<file path="src/hdl/mdg_pkg.sv">
// Shared types and constants of the 3x3 maximum directional gradient unit.
package mdg_pkg;

    localparam int MAX_WIDTH  = 2048;
    localparam int PIXEL_BITS = 8;
    localparam int COL_W      = $clog2(MAX_WIDTH);
    localparam int ROW_W      = 15;
    localparam int FW_W       = 12;
    localparam int OUT_COL_W  = 11;
    localparam int CFG_DATA_W = 15;
    localparam int DATA_BITS  = PIXEL_BITS + ROW_W + OUT_COL_W + PIXEL_BITS;
    localparam int TDATA_W    = ((DATA_BITS + 7) / 8) * 8;
    localparam int IN_DATA_W  = ((PIXEL_BITS + 7) / 8) * 8;
    localparam int NUM_SLOTS  = 4;

    // Register indexes on the configuration channel
    localparam logic REG_FRAME_WIDTH  = 1'b0;
    localparam logic REG_FRAME_HEIGHT = 1'b1;

    typedef logic [PIXEL_BITS-1:0] pix_t;
    typedef pix_t [2:0] pix_col_t;   // [0] row r-2, [1] row r-1, [2] row r

    typedef struct packed {
        pix_t             pixel;
        logic [ROW_W-1:0] row;
        logic [COL_W-1:0] col;
        logic             first;
        logic             last_col;
        logic             last_row;
    } s1_t;

    typedef struct packed {
        pix_t                 intensity;
        logic [ROW_W-1:0]     row;
        logic [OUT_COL_W-1:0] col;
        pix_t                 peak;
        logic                 done;
    } res_t;

    typedef res_t [NUM_SLOTS-1:0] res_bundle_t;

endpackage

</file>
<file path="src/hdl/mdg_calc.sv">
// Gradient terms, result slots and running peak for one pixel's window.
module mdg_calc
    import mdg_pkg::*;
(
    input  s1_t                  info,
    input  pix_col_t             win_a,
    input  pix_col_t             win_b,
    input  pix_col_t             win_n,
    input  pix_t                 peak_in,
    output res_bundle_t          slots,
    output logic [NUM_SLOTS-1:0] mask,
    output pix_t                 peak_out
);

    function automatic pix_t absd(input pix_t a, input pix_t b);
        return (a > b) ? pix_t'(a - b) : pix_t'(b - a);
    endfunction

    function automatic pix_t pmax(input pix_t a, input pix_t b);
        return (a > b) ? a : b;
    endfunction

    logic r_ge1;
    logic r_ge2;
    logic c_ge1;
    logic c_ge2;
    pix_t val0;
    pix_t val1;
    pix_t val2;
    pix_t run;
    pix_t vals [NUM_SLOTS];
    logic [ROW_W-1:0] row_up;
    logic [COL_W-1:0] col_lf;

    assign r_ge1  = (info.row != '0);
    assign r_ge2  = (info.row[ROW_W-1:1] != '0);
    assign c_ge1  = (info.col != '0);
    assign c_ge2  = (info.col[COL_W-1:1] != '0);
    assign row_up = info.row - ROW_W'(1);
    assign col_lf = info.col - COL_W'(1);

    always_comb
    begin
        // centre one row up, one column left: all four terms may apply
        val0 = '0;
        if (r_ge2 && c_ge2)
        begin
            val0 = pmax(val0, absd(win_a[0], win_n[2]));
            val0 = pmax(val0, absd(win_n[0], win_a[2]));
        end
        if (r_ge2)
            val0 = pmax(val0, absd(win_b[0], win_b[2]));
        if (c_ge2)
            val0 = pmax(val0, absd(win_a[1], win_n[1]));
        // last column, row above: vertical only
        val1 = r_ge2 ? absd(win_n[0], win_n[2]) : '0;
        // last row, column left: horizontal only
        val2 = c_ge2 ? absd(win_a[2], win_n[2]) : '0;
    end

    assign mask[0] = r_ge1 && c_ge1;
    assign mask[1] = r_ge1 && info.last_col;
    assign mask[2] = info.last_row && c_ge1;
    assign mask[3] = info.last_row && info.last_col;

    assign vals[0] = val0;
    assign vals[1] = val1;
    assign vals[2] = val2;
    assign vals[3] = '0;

    always_comb
    begin
        run = info.first ? pix_t'(0) : peak_in;
        for (int k = 0; k < NUM_SLOTS; k++)
        begin
            if (mask[k])
                run = pmax(run, vals[k]);
            slots[k].intensity = vals[k];
            slots[k].peak      = run;
        end
        peak_out = run;

        slots[0].row  = row_up;
        slots[0].col  = OUT_COL_W'(col_lf);
        slots[0].done = 1'b0;
        slots[1].row  = row_up;
        slots[1].col  = OUT_COL_W'(info.col);
        slots[1].done = 1'b0;
        slots[2].row  = info.row;
        slots[2].col  = OUT_COL_W'(col_lf);
        slots[2].done = 1'b0;
        slots[3].row  = info.row;
        slots[3].col  = OUT_COL_W'(info.col);
        slots[3].done = 1'b1;
    end

endmodule

</file>
<file path="config.mk">
export PLATFORM = sky130hd
export DESIGN_NAME = mdg_calc
export DESIGN_NICKNAME = d
export VERILOG_FILES = /design/src/hdl/mdg_pkg.sv /design/src/hdl/mdg_calc.sv
export SDC_FILE = /design/constraint.sdc
export NUM_CORES = 1
export LEC_CHECK = 0
export ABC_AREA = 1
export BUFFER_PORTS_ARGS = -buffer_cell sky130_fd_sc_hd__clkbuf_2
export CORE_ASPECT_RATIO = 1.4
export CORE_MARGIN = 10
export CORE_UTILIZATION = 45
export DETAILED_ROUTE_END_ITERATION = 16
export PLACE_DENSITY = 0.82
export SLEW_MARGIN = 10
export SYNTH_ARGS = -nofsm -noshare
export SYNTH_HDL_FRONTEND = slang
export SYNTH_SLANG_ARGS = --single-unit
</file>
<file path="constraint.sdc">
create_clock -name vclk -period 12.5
set_clock_uncertainty 0.15 [all_clocks]
set_input_delay 0.625 -clock vclk [all_inputs]
set_output_delay 0.625 -clock vclk [all_outputs]
set_load 0.1 [all_outputs]
</file>
==> run summary, run 1 <==
status -> finished clean
mean post-synth cell area -> 6.06 sq um
Die ar. -> 24200 sq um
Slew headroom -> 0.561
Synthesis Warnings -> 0
core box area -> 18000 sq um
grt total ovfl -> 0
DRT Wirelength -> 29.0 mm
CP max stage cell -> fa_1
commonest non-fill, non-tap cell in the layout -> nand2_1
drt drc -> 0
Max-Cap Viols -> 0
Avg WL per Cell -> 16.3 um
Port Buf Inserts -> 273
Via density -> 5.02
hold_buf cts -> 0
most frequent cells in the layout -> nand2_1 (342), clkbuf_2 (249), inv_1 (239), ha_1 (139), a21oi_1 (74)
largest net degree at the start of global routing -> 12
num sequential -> 0
share of cells above drive strength 1 -> 0.284
fin cells -> 1785
Reg area -> 0 sq um
DR vias -> 8967
First-pass DRT Iterations -> 4
Layout area overhead -> 13.2%
CP Capture Type -> output port
synthesized cell area -> 8240 sq um
top cells by area, synth -> ha_1 (21%), nand2_1 (16%), inv_1 (11%)
Initial Util -> 0.458
final setup vio count -> 0
initial antenna violation count -> 3
register area share after synthesis -> 0
clock buf count -> 0
routability cong. -> 0.987
post-synthesis cell count -> 1361
count of cell types in the netlist -> 48
CP peak stage delay -> 0.49 ns
worst path required time -> 11.73 ns
Die W -> 134 um
I/O pin count -> 301
crit share post-route -> 0.938
GRT Util Overall -> 0.220
number of global-route vias before repair -> 8794
Site Rows -> 58
antenna-violating nets left -> 0
NumNets Final -> 1814
Layout Utilization -> 0.518
DRT iter0 DRCs -> 319
slew at the pin closest to its max-slew limit -> 0.661 ns
placed wire-length estimate -> 26.6 mm
dpl cells -> 1774
crit path DAT -> 10.95 ns
first-pass GRT wire length -> 43.8 mm
Final Max Slew Viols -> 0
Synth top area share -> 0.212
CP max FO -> 10
post-synth top area cell -> ha_1
Final Hold Fails -> 0
max frequency -> 85.3 MHz
Worst Path Class, Setup -> in2out
Worst setup SP type -> input port
most numerous cell on the critical path -> nand2_1
Tmin final -> 11.73 ns
die height -> 180 um
Hold Path Class -> in2out
==> logic make-up after synthesis <==
group           Yosys count  synth area share
simple gates            621             0.360
xor+xnor                 59            0.0627
other cells               2          0.000911
compound gates          154             0.113
mux                       1           0.00121
buf+inv                 372             0.221
fa+ha+maj               152             0.242
==> path summary, 6_finish.rpt <==
check / end / start / depth (start not counted)
setup / recovery: slots[94] / win_a[17] / 71
hold / removal: slots[106] / info[14] / 2
==> worst max-delay path, delay by kind of cell <==
family | cells | cell delay, ns
adder cells (fa/ha/maj) | 7 | 2.14
AND/OR/NAND/NOR | 34 | 3.64
AO/OA/AOI/OAI | 17 | 2.83
buffers and inverters | 13 | 1.66
==> synth_stat cells, types with 5 or more instances <==
cell type / count
o221ai_1: 10
and2_1: 8
nor2_2: 5
a21oi_2: 6
nand2_2: 45
nor2_1: 59
nand2_4: 7
a21oi_1: 75
nand3_1: 67
nor3_1: 10
buf_4: 106
nand4_1: 19
o21ai_0: 31
inv_2: 16
xnor2_1: 14
xor2_1: 45
o21ai_1: 9
fa_1: 12
nand3_2: 28
inv_1: 241
nand2_1: 356
o21a_1: 6
buf_2: 5
ha_1: 140
==> layout make-up <==
class                           count  area [sq um]
Timing Repair Buffer              283          1510
Tap cell                          240           300
Inverter                          261          1000
Fill cell                        1876          8670
Antenna cell                        2          5.00
Multi-Input combinational cell    999          6510
==> routing by layer <==
metal,track usage,vias up,share of wire
met2,0.418,319,0.51
met1,0.200,4000,0.34
li1,-,4561,-
met3,0.0778,85,0.093
met4,0.107,2,0.050
met5,0,-,0.00045
==> timing repair <==
item / 4_1_cts / 5_1_grt
setup buffers: 0 / 9
setup endpoints to repair: 0 / 24
resized for setup: 0 / 65
==> metrics by stage <==
step	hold slack, ns	setup TNS (ns)	area (sq um)	setup WS (ns)
finish	1.56	0	9330	0.773
global route	1.59	-1.55	9330	-0.0836
CTS	1.56	0	9180	0.291
detailed placement	1.56	0	9180	0.320
global placement	1.56	0	9180	0.567
floorplan	1.31	-0.0403	8320	-0.0403
Power of run 1 is left out: the tool's default activity adds up to more than one toggle a clock period on the data nets, which glitch-free logic cannot reach.
==> run 2: changes to the inputs <==
--- a/config.mk
+++ b/config.mk
@@ -12,6 +12,7 @@
 export CORE_UTILIZATION = 45
 export DETAILED_ROUTE_END_ITERATION = 16
 export PLACE_DENSITY = 0.82
+export RECOVER_POWER = 25
 export SLEW_MARGIN = 10
 export SYNTH_ARGS = -nofsm -noshare
 export SYNTH_HDL_FRONTEND = slang
==> run summary, run 2 (synthesis gave the netlist of run 1 again) <==
clock buf count -> 0 (unchanged)
first-pass GRT wire length -> 43.8 mm (unchanged)
Site Rows -> 58 (unchanged)
drt drc -> 0 (unchanged)
commonest non-fill, non-tap cell in the layout -> nand2_1
Final Max Slew Viols -> 0 (unchanged)
Reg area -> 0 sq um (unchanged)
crit share post-route -> 0.937 (about the same)
placed instance area -> 9180 sq um (unchanged)
share of cells above drive strength 1 -> 0.256 (-0.0279)
number of global-route vias before repair -> 8794 (unchanged)
antenna-violating nets left -> 0 (unchanged)
fin cells -> 1785 (unchanged)
crit path DAT -> 10.94 ns (about the same)
worst path required time -> 11.73 ns (about the same)
initial antenna violation count -> 3 (unchanged)
NumNets Final -> 1814 (unchanged)
status -> finished clean
Max-Cap Viols -> 0 (unchanged)
grt total ovfl -> 0 (unchanged)
slew at the pin closest to its max-slew limit -> 1.39 ns (+0.727 ns)
CP Capture Type -> output port
routability cong. -> 0.987 (unchanged)
largest net degree at the start of global routing -> 12 (unchanged)
most numerous cell on the critical path -> nand2_1
Die W -> 134 um (unchanged)
Hold WS -> 1.64 ns (+0.0822 ns)
DRT iter0 DRCs -> 342 (+7.2%)
DR vias -> 8988 (+0.23%)
final setup vio count -> 0 (unchanged)
Tmin final -> 11.72 ns (-0.00921 ns)
fill cell count -> 1906 (+1.6%)
Layout area overhead -> 12.5%
Worst setup SP type -> input port
First-pass DRT Iterations -> 6 (+2)
Initial Util -> 0.458 (unchanged)
most frequent cells in the layout -> nand2_1 (342), inv_1 (239), clkbuf_2 (206), ha_1 (139), a21oi_1 (74)
CP max FO -> 10 (unchanged)
die height -> 180 um (unchanged)
Die ar. -> 24200 sq um (unchanged)
Worst Path Class, Setup -> in2out
GRT Util Overall -> 0.220 (unchanged)
Hold Path Class -> in2out
dpl cells -> 1774 (unchanged)
max frequency -> 85.3 MHz (about the same)
core box area -> 18000 sq um (unchanged)
I/O pin count -> 301 (unchanged)
post-route design area -> 9280 sq um (-0.58%)
CP max stage cell -> fa_1
Port Buf Inserts -> 273 (unchanged)
DRT Wirelength -> 29.1 mm (+0.23%)
Slew headroom -> 0.0786 (-0.482)
placed wire-length estimate -> 26.6 mm (unchanged)
num sequential -> 0 (unchanged)
Hold Path Depth -> 2 (unchanged)
CP peak stage delay -> 0.49 ns (about the same)
Via density -> 5.04 (+0.23%)
Avg WL per Cell -> 16.3 um (+0.23%)
Final Hold Fails -> 0 (unchanged)
## run 2: layer usage
metal  up-vias  wire [um]  global-route usage
li1       4562          -                   -
met1      4021      10000               0.200
met2       322      14900               0.418
met3        81       2750              0.0778
met4         2       1450               0.107
met5         -         13                   0
## run 2: what timing repair did
action,CTS,global route
hold buffers,0,0
endpoints found under the setup margin,0,24
buffers inserted,0,9
gates resized for setup,0,65
## run 2: final cells by class
type	instances	area (sq um)	area share
Antenna cell	2	5.00	0.000540
Inverter	261	1000	0.108
Multi-Input combinational cell	999	6510	0.702
Tap cell	240	300	0.0324
Timing Repair Buffer	283	1460	0.157
## run 2: worst paths after layout
check	start	end	slack (ns)
min	info[9]	slots[144]	1.64
max	win_a[17]	slots[94]	0.78
## run 2: metrics by stage
stage	setup TNS, ns	setup slack, ns	util
4_1_cts	0	0.291	0.510
3_5_place_dp	0	0.320	0.510
5_1_grt	-1.55	-0.0836	0.515
6_report	0	0.782	0.515
2_1_floorplan	-0.0403	-0.0403	-
3_3_place_gp	0	0.567	0.510
## run 2: worst max-delay path, delay by kind of cell
kind / cells / cell delay [ns]
AO/OA/AOI/OAI: 17 / 2.82
AND/OR/NAND/NOR: 34 / 3.64
buffers and inverters: 13 / 1.66
adder cells (fa/ha/maj): 7 / 2.14
Power of run 2 is left out for the same reason.
==> run 3: changes to the inputs <==
--- a/config.mk
+++ b/config.mk
@@ -8,12 +8,13 @@
 export ABC_AREA = 1
 export BUFFER_PORTS_ARGS = -buffer_cell sky130_fd_sc_hd__clkbuf_2
 export CORE_ASPECT_RATIO = 1.4
-export CORE_MARGIN = 10
 export CORE_UTILIZATION = 45
 export DETAILED_ROUTE_END_ITERATION = 16
 export PLACE_DENSITY = 0.82
 export RECOVER_POWER = 25
+export REMOVE_ABC_BUFFERS = 1
 export SLEW_MARGIN = 10
 export SYNTH_ARGS = -nofsm -noshare
 export SYNTH_HDL_FRONTEND = slang
 export SYNTH_SLANG_ARGS = --single-unit
+export TNS_END_PERCENT = 100
==> run summary, run 3 (synthesis gave the netlist of run 1 again) <==
CP max stage cell -> fa_1
number of global-route vias before repair -> 8350 (-5.0%)
crit share post-route -> 0.931 (-0.00619)
CP peak stage delay -> 0.49 ns (about the same)
Tmin final -> 11.64 ns (-0.0774 ns)
Die W -> 116 um (-13%)
hold_buf cts -> 0 (unchanged)
Buf/Inv on CP -> 15 (+2)
diodes inserted -> 0 (-2)
die height -> 162 um (-10%)
DRT Wirelength -> 25.6 mm (-12%)
worst path required time -> 11.73 ns (about the same)
post-route setup slack -> 0.860 ns (+0.0774 ns)
I/O pin count -> 301 (unchanged)
Worst setup SP type -> input port
routability cong. -> 0.942 (-4.6%)
unrepaired setup endpoints after global routing -> false
CP max FO -> 10 (unchanged)
Hold Path Class -> in2out
max frequency -> 85.9 MHz (+0.67%)
Max-Cap Viols -> 0 (unchanged)
clock buf count -> 0 (unchanged)
drt drc -> 0 (unchanged)
Avg WL per Cell -> 14.3 um (-12%)
Die ar. -> 18900 sq um (-22%)
initial antenna violation count -> 2 (-1)
status -> finished clean
Port Buf Inserts -> 273 (unchanged)
core box area -> 17900 sq um (-0.40%)
most numerous cell on the critical path -> nand2_1
GRT Util Overall -> 0.262 (+0.0415)
Final Hold Fails -> 0 (unchanged)
commonest non-fill, non-tap cell in the layout -> nand2_1
DRT iter0 DRCs -> 420 (+23%)
Site Rows -> 58 (unchanged)
First-pass DRT Iterations -> 5 (-1)
Final Max Slew Viols -> 0 (unchanged)
slew at the pin closest to its max-slew limit -> 1.21 ns (-0.174 ns)
antenna-violating nets left -> 0 (unchanged)
share of cells above drive strength 1 -> 0.244 (-0.0125)
num sequential -> 0 (unchanged)
largest net degree at the start of global routing -> 12 (unchanged)
crit path DAT -> 10.87 ns (-0.07 ns)
Layout Utilization -> 0.515 (about the same)
CP Capture Type -> output port
Setup WS pre-CTS -> 0.608 ns (+0.288 ns)
grt total ovfl -> 0 (unchanged)
placed wire-length estimate -> 22.5 mm (-15%)
first-pass GRT wire length -> 39.4 mm (-9.9%)
DR vias -> 9080 (+1.0%)
final setup vio count -> 0 (unchanged)
Slew headroom -> 0.194 (+0.115)
Initial Util -> 0.460 (+0.00185)
Worst Path Class, Setup -> in2out
Reg area -> 0 sq um (unchanged)
Layout area overhead -> 12.1%
most frequent cells in the layout -> nand2_1 (356), inv_1 (239), clkbuf_2 (206), ha_1 (139), a21oi_1 (74)
NumNets Final -> 1815 (+0.055%)
Via density -> 5.09 (+1.1%)
CP delay by family, top -> simple AND/OR/NAND/NOR gates
-- run 3: cell types whose count changed in the layout (fill, tap and decap cells not counted), sizes merged --
cell	before	now
buf	19	15
a21oi	84	85
diode	2	0
clkbuf	264	268
-- run 3: area by class of cell --
cell class         count  area, sq um
fillers             1872         8680
inverters            261         1000
multi-input cells   1000         6480
well taps            240          300
repair buffers       283         1460
-- run 3: through the flow --
step	hold WS (ns)	setup TNS [ns]	cell area, sq um	std cells
3_5_place_dp	1.57	0	9160	1776
5_1_grt	1.67	0	9240	1784
2_1_floorplan	1.10	-15.45	7460	1260
4_1_cts	1.57	0	9160	1776
3_3_place_gp	1.57	0	9160	1776
6_report	1.63	0	9240	1784
-- run 3: path summary, 6_finish.rpt --
path      start     endpoint  slack, ns  depth (start not counted)
max   win_a[17]  peak_out[7]       0.86                         73
min     info[1]      mask[3]       1.63                          4
-- run 3: timing repair --
| action | in CTS | in global routing |
|---|---|---|
| gates resized for setup | 0 | 52 |
| setup buffers | 0 | 7 |
| endpoints found under the setup margin | 0 | 24 |
-- run 3: metal layers --
layer  up-vias  wire length [um]  global-route usage
met5         -                13                   0
met4         2              1300               0.125
met3        71              1370              0.0336
met2       312             13000               0.483
met1      4144              9910               0.290
li1       4551                 -                   -
Power of run 3 is left out for the same reason.
